$ cat config.mk
export PLATFORM = sky130hd
export DESIGN_NAME = lcd_mode_line_timing
export DESIGN_NICKNAME = d
export VERILOG_FILES = /design/src/design/lmlt_pkg.sv /design/src/design/lcd_mode_line_timing.sv /design/src/design/lmlt_step.sv
export SDC_FILE = /design/constraint.sdc
export NUM_CORES = 1
export LEC_CHECK = 0
export BUFFER_PORTS_ARGS = -buffer_cell sky130_fd_sc_hd__buf_2
export CORE_UTILIZATION = 30
export DETAILED_ROUTE_END_ITERATION = 8
export GPL_ROUTABILITY_DRIVEN = 0
export GPL_TIMING_DRIVEN = 0
export SLEW_MARGIN = 40
export SYNTH_ARGS = -nofsm -noshare
export SYNTH_HDL_FRONTEND = slang
export SYNTH_SLANG_ARGS = --single-unit
$ cat constraint.sdc
create_clock -name clk -period 3.63 [get_ports clk]
set_clock_uncertainty 0.15 [all_clocks]
set_input_delay 0.1815 -clock clk [delete_from_list [all_inputs] [get_ports clk]]
set_output_delay 0.1815 -clock clk [all_outputs]
set_load 0.05 [all_outputs]
$ cat src/design/lmlt_pkg.sv
`default_nettype none
// ----------------------------------------------------------------------------
// lcd mode and line timing package
// types and timing constants shared by the step logic and the top level
// ----------------------------------------------------------------------------
package lmlt_pkg;

  localparam int unsigned ModeCntW = 13;
  localparam int unsigned LineCntW = 10;
  localparam int unsigned LineW    = 8;

  localparam logic [LineCntW-1:0] LINE_CYCLES   = 10'd456;
  localparam logic [LineW-1:0]    LINE_COUNT    = 8'd154;
  localparam logic [LineW-1:0]    VBLANK_LINE   = 8'd144;
  localparam logic [ModeCntW-1:0] HBLANK_CYCLES = 13'd204;
  localparam logic [ModeCntW-1:0] VBLANK_CYCLES = 13'd4560;
  localparam logic [ModeCntW-1:0] OAM_CYCLES    = 13'd80;
  localparam logic [ModeCntW-1:0] XFER_CYCLES   = 13'd172;

  // largest counter sums that can form before the counters clear
  localparam logic [ModeCntW-1:0] MODE_CNT_MAX = 13'd4814;
  localparam logic [LineCntW-1:0] LINE_CNT_MAX = 10'd710;

  typedef enum logic [1:0] {
    MODE_HBLANK = 2'd0,
    MODE_VBLANK = 2'd1,
    MODE_OAM    = 2'd2,
    MODE_XFER   = 2'd3
  } mode_t;

  typedef struct packed {
    mode_t               mode;
    logic [ModeCntW-1:0] mode_cnt;
    logic [LineCntW-1:0] line_cnt;
    logic [LineW-1:0]    line;
  } timing_state_t;

endpackage
`default_nettype wire

$ cat src/design/lcd_mode_line_timing.sv
`default_nettype none
// ----------------------------------------------------------------------------
// lcd mode and line timing
// tracks scanline and display mode from counts of elapsed cpu cycles
// ----------------------------------------------------------------------------
// usage:
//   s_* carries one request per cpu step: elapsed cycles and the lcd enable
//   bit. m_* returns one result per request: mode, line and a flag set when
//   the request advanced the scanline. results leave in request order.
//   a request is held in an input register, then the timing state and
//   result register update together through one add-and-compare step.
//   throughput is one request per cycle while the receiver is not
//   stalling, set by that single step.
//   when the receiver stalls, the result register holds and the input
//   register takes one more request; s_tready falls only when both are full.
//   reset (rst, synchronous) empties both registers and sets the timing
//   state to oam search, line zero, counters clear.
// ----------------------------------------------------------------------------
module lcd_mode_line_timing (
  input  wire logic        clk,
  input  wire logic        rst,
  input  wire logic        s_tvalid,
  output logic             s_tready,
  input  wire logic [15:0] s_tdata,   // cycles[7:0], lcd_enable[8], zero pad
  output logic             m_tvalid,
  input  wire logic        m_tready,
  output logic [15:0]      m_tdata    // mode[1:0], line[9:2], line_advanced[10], zero pad
);
  import lmlt_pkg::*;

  logic          in_valid;
  logic [7:0]    in_cycles;
  logic          in_enable;
  logic          take;
  timing_state_t state;
  timing_state_t state_next;
  logic          advanced;
  mode_t         out_mode;
  logic [7:0]    out_line;
  logic          out_adv;

  assign take     = !m_tvalid || m_tready;
  assign s_tready = !in_valid || take;

  always_ff @(posedge clk) begin
    if (rst) begin
      in_valid <= 1'b0;
    end else if (s_tready) begin
      in_valid <= s_tvalid;
    end
  end

  always_ff @(posedge clk) begin
    if (s_tready && s_tvalid) begin
      in_cycles <= s_tdata[7:0];
      in_enable <= s_tdata[8];
    end
  end

  lmlt_step u_step (
    .cur        (state),
    .cycles     (in_cycles),
    .lcd_enable (in_enable),
    .nxt        (state_next),
    .advanced   (advanced)
  );

  always_ff @(posedge clk) begin
    if (rst) begin
      state.mode     <= MODE_OAM;
      state.mode_cnt <= '0;
      state.line_cnt <= '0;
      state.line     <= '0;
      m_tvalid       <= 1'b0;
    end else if (take) begin
      m_tvalid <= in_valid;
      if (in_valid) begin
        state <= state_next;
      end
    end
  end

  always_ff @(posedge clk) begin
    if (take && in_valid) begin
      out_mode <= state_next.mode;
      out_line <= state_next.line;
      out_adv  <= advanced;
    end
  end

  assign m_tdata = {5'd0, out_adv, out_line, out_mode};

`ifndef SYNTHESIS
  a_line_range: assert property (@(posedge clk) disable iff (rst)
    state.line < LINE_COUNT)
    else $error("scanline out of range");

  a_mode_cnt_range: assert property (@(posedge clk) disable iff (rst)
    state.mode_cnt <= MODE_CNT_MAX)
    else $error("mode counter beyond its bound");

  a_line_cnt_range: assert property (@(posedge clk) disable iff (rst)
    state.line_cnt <= LINE_CNT_MAX)
    else $error("line counter beyond its bound");

  a_handoff: assert property (@(posedge clk) disable iff (rst)
    (take && in_valid) |=> m_tvalid)
    else $error("request lost between input and result register");

  a_stall_hold: assert property (@(posedge clk) disable iff (rst)
    (m_tvalid && !m_tready) |=> $stable(state))
    else $error("timing state moved while result stalled");
`endif

endmodule
`default_nettype wire

$ cat src/design/lmlt_step.sv
`default_nettype none
// ----------------------------------------------------------------------------
// lcd timing step
// next line and mode state for one request of elapsed cycles
// ----------------------------------------------------------------------------
module lmlt_step (
  input  wire lmlt_pkg::timing_state_t cur,
  input  wire logic [7:0]              cycles,
  input  wire logic                    lcd_enable,
  output lmlt_pkg::timing_state_t      nxt,
  output logic                         advanced
);
  import lmlt_pkg::*;

  logic [ModeCntW-1:0] mode_sum;
  logic [LineCntW-1:0] line_sum;
  logic [LineW-1:0]    line_inc;
  logic [LineW-1:0]    line_new;
  logic                line_wrap;
  logic                mode_done;
  mode_t               mode_new;

  assign mode_sum  = cur.mode_cnt + {{(ModeCntW-8){1'b0}}, cycles};
  assign line_sum  = cur.line_cnt + {{(LineCntW-8){1'b0}}, cycles};
  assign line_wrap = line_sum >= LINE_CYCLES;
  assign line_inc  = cur.line + 8'd1;
  assign line_new  = line_wrap ? ((line_inc >= LINE_COUNT) ? '0 : line_inc) : cur.line;

  always_comb begin
    mode_done = 1'b0;
    mode_new  = cur.mode;
    unique case (cur.mode)
      MODE_HBLANK: begin
        mode_done = mode_sum >= HBLANK_CYCLES;
        mode_new  = (line_new == VBLANK_LINE) ? MODE_VBLANK : MODE_OAM;
      end
      MODE_VBLANK: begin
        mode_done = mode_sum >= VBLANK_CYCLES;
        mode_new  = MODE_OAM;
      end
      MODE_OAM: begin
        mode_done = mode_sum >= OAM_CYCLES;
        mode_new  = MODE_XFER;
      end
      MODE_XFER: begin
        mode_done = mode_sum >= XFER_CYCLES;
        mode_new  = MODE_HBLANK;
      end
      default: begin
        mode_done = 1'b0;
        mode_new  = cur.mode;
      end
    endcase
  end

  always_comb begin
    nxt      = cur;
    advanced = 1'b0;
    if (lcd_enable) begin
      advanced     = line_wrap;
      nxt.line     = line_new;
      nxt.line_cnt = line_wrap ? '0 : line_sum;
      nxt.mode     = mode_done ? mode_new : cur.mode;
      nxt.mode_cnt = mode_done ? '0 : mode_sum;
    end
  end

endmodule
`default_nettype wire
==> impl_metrics.env <==
export IMPL_status="complete, no violations"
export IMPL_yosys_area_share_simple_pct=21.80
export IMPL_dp_cells=641
export IMPL_clkSlewWorstSetupHoldPaths_ns=0.07
export IMPL_io_pins=38
export IMPL_drive_gt1_share_pct=14.37
export IMPL_cp_slowest_stage_delay_ns=0.49
export IMPL_dp_hpwl_um=7329
export IMPL_fin_area_sq_um=4483
export IMPL_yosys_area_top_type="dfxtp_1"
export IMPL_yosys_warnings=0
export IMPL_antenna_found_initial=0
export IMPL_rows=40
export IMPL_path_buf_inv=2
export IMPL_clock_root_buffer="clkbuf_16"
export IMPL_drt_wl_total_um=9812
export IMPL_die_area_sq_um=12960
export IMPL_fp_dieW_um=113.9
export IMPL_antenna_left=0
export IMPL_setup_slack_ns=0.1285
export IMPL_clkLatencyLatePin_ns=0.30
export IMPL_cp_arrival_ns=3.41
export IMPL_cp_common_cell="or3_1"
export IMPL_cts_made_buffers=5
export IMPL_grt_setup_unrepaired="yes"
export IMPL_ys_ff_latch=55
export IMPL_syn_inst=445
export IMPL_fin_crit_sh_pct=96.46
export IMPL_crit_chain="ha_1, a211o_1, a2111oi_2, a211oi_1, or3_1, o211a_1, or3_1, buf_2, nand2_1, inv_2, mux2_2"
export IMPL_synthMuxAreaShare_pct=2.033
export IMPL_synthXorXnorAreaFrac_pct=3.267
export IMPL_post_synth_num_cell_types=61
export IMPL_dpl_worst_slack_ns=-0.5213
export IMPL_cts_tree="done"
export IMPL_grt_max_degree=18
export IMPL_async_flop_share_pct=0
export IMPL_grt_pass1_wl_um=16190
export IMPL_dr_total_vias=3456
export IMPL_setup_tns_ns=0
export IMPL_critPathTopFamily="compound AO/OA/AOI/OAI gates"
export IMPL_yosys_top_cells_area="dfxtp_1 (19%), edfxtp_1 (16%), ha_1 (7.3%)"
export IMPL_drt_pass1_iter_count=5
export IMPL_synth_cell_area_sq_um=3754
export IMPL_fin_nets=537
export IMPL_floorplan_initialDensity_pct=30.99
export IMPL_yosysSeqAreaShare_pct=34.67
export IMPL_utilization_pct=37.01
export IMPL_grt_overflow_total=0
export IMPL_drtIter0Drc=224
export IMPL_layout_cells_non_filler=662
export IMPL_max_cap_violations=0
export IMPL_power_density_nw_per_um2=358.1
export IMPL_cp_required_ns=3.54
export IMPL_yosys_most_used_dff="dfxtp_1"
export IMPL_cts_htree_levels=2
export IMPL_min_period_ns=3.502
export IMPL_grt_usage_pct=15.70
export IMPL_hold_path_class="in -> reg"
export IMPL_synth_top_family_by_area="compound AO/OA/AOI/OAI gates"
export IMPL_max_slew_margin_pct=56.26
export IMPL_antennaDiodeCount=0
export IMPL_worstMarginPinSlew_ns=0.6395
export IMPL_grt_pass1_vias=3345
export IMPL_synth_top_area_share_pct=18.67
export IMPL_end_kind="flop"
export IMPL_hold_violations=0
export IMPL_synthToLayoutAreaGrowth_pct=19.43
export IMPL_synth_edf_count=20
export IMPL_place_port_buffers=24
export IMPL_clk_path_buf_depth=2
export IMPL_synth_adder_area_share_pct=8.400
export IMPL_criticalPathCategory="reg -> reg"
export IMPL_dpl_cell_area_sq_um=4099
export IMPL_finalMaxSlewViolations=0
export IMPL_crit_fanout=7
export IMPL_die_h_um=113.9
export IMPL_wl_per_cell_um=14.82
export IMPL_core_area_sq_um=12110
export IMPL_viasPerCell=5.221
export IMPL_route_detailed_drc=0
export IMPL_cp_start_kind="flop"
export IMPL_setup_viol=0
export IMPL_cpMaxStageDelayCell="edfxtp_1"
export IMPL_synth_area_per_cell_sq_um=8.435
export IMPL_cts_sinks=55
export IMPL_p_leak_nw=1.681
export IMPL_fmax_ghz=0.2856
export IMPL_synth_compound_area_share_pct=24.10
export IMPL_ir_drop_mv=0.2064
==> placed cells by master, fill, tap and decap left out, drive strengths merged, types with 7 or more instances in the layout <==
cell          n
inv          18
dlygate4sd3  10
buf          39
ha           22
a211oi        7
a22oi         7
o21a          7
or3           8
clkbuf       26
a31oi         7
edfxtp       20
nand3        25
o31ai        11
nand2        30
dfxtp        35
and3          7
nand2b        8
nor2         33
xnor2         8
o21ai        26
a21oi        32
nor3         15
==> worst paths after layout <==
kind	end	cells after the start	from	slack, ns
worst max-delay path	out_line[3]	11	in_cycles[1]	0.13
worst max register to register	out_line[3]	11	in_cycles[1]	0.13
worst min-delay path	m_tvalid	4	m_tready	0.08
worst min register to register	state[10]	2	state[10]	0.31
==> stage by stage <==
| stage | power, W | hold slack [ns] |
|---|---|---|
| 2_1_floorplan | 0.0009077 | 0.1304 |
| 3_5_place_dp | 0.0009807 | 0.2096 |
| 6_report | 0.001605 | 0.08459 |
| 3_3_place_gp | 0.0009771 | 0.2074 |
| 4_1_cts | 0.001600 | 0.06971 |
| 5_1_grt | 0.001675 | 0.1091 |
==> synthesized netlist by cell type, types with 5 or more instances <==
cell	number
o21ai_0	25
or2_2	6
buf_4	6
a211oi_1	6
mux2_2	5
dfxtp_1	35
xnor2_1	8
nor2_1	33
edfxtp_1	20
nand2b_1	8
nor3_1	14
o211ai_1	6
xor2_1	6
a31oi_1	7
or3_1	8
nor2b_1	6
o21a_1	7
and3_1	7
ha_1	22
a211o_1	6
a21oi_1	32
and2_1	5
nand3_1	25
inv_1	17
nor4_1	6
nand2_1	30
clkbuf_1	20
a22oi_1	7
o31ai_1	11
==> layout make-up <==
class,count,area (sq um)
plain buffers,32,157.7
clock buffers,6,150.1
clock inverters,2,36.28
fillers,1279,7629
inverters,17,63.81
multi-input cells,345,2321
flip-flops and latches,55,1301
well taps,168,210.2
repair buffers,37,242.7
==> power by group <==
part,switching (W),internal (W)
Combinational,0.000202,0.000117
Sequential,0.0000165,0.000663
Clock,0.000238,0.000368
Total,0.000457,0.00115
==> routing by layer <==
| metal | GRT usage (%) | share of wire (%) |
|---|---|---|
| met4 | 5.022 | 0.77 |
| met2 | 25.69 | 47 |
| met1 | 20.83 | 48 |
| met5 | 0 | 0 |
| met3 | 3.029 | 4.7 |
==> registers in the layout, summed over array words and instances, names as in the netlist <==
name / count
in_valid: 1
in_cycles: 8
out_line: 8
out_mode: 2
out_adv: 1
m_tvalid: 1
in_enable: 1
state: 33
==> timing repair <==
item / in CTS / in global routing
setup endpoints to repair: 18 / 36
setup buffers: 1 / 2
hold endpoints to repair: 10 / 0
hold buffers: 10 / 0
gates resized for setup: 7 / 15
pin swaps: 2 / 4
gates cloned: 0 / 0
==> tightest hold or removal path: stages <==
cell and delay, ns:
buf_2 0.11, nor2b_1 0.07, nor2_1 0.09, nor2_1 0.04
==> logic make-up (layout without fill, tap and decap cells) <==
logic type | count (synthesis) | count (layout)
flip-flops | 55 | 55
AND/OR/NAND/NOR | 161 | 161
multiplexers | 7 | 7
buffers and inverters | 49 | 94
XOR/XNOR | 14 | 14
AO/OA/AOI/OAI | 134 | 134
adder cells (fa/ha/maj) | 24 | 24
other | 1 | 5
(Power assumes the default switching activity.)
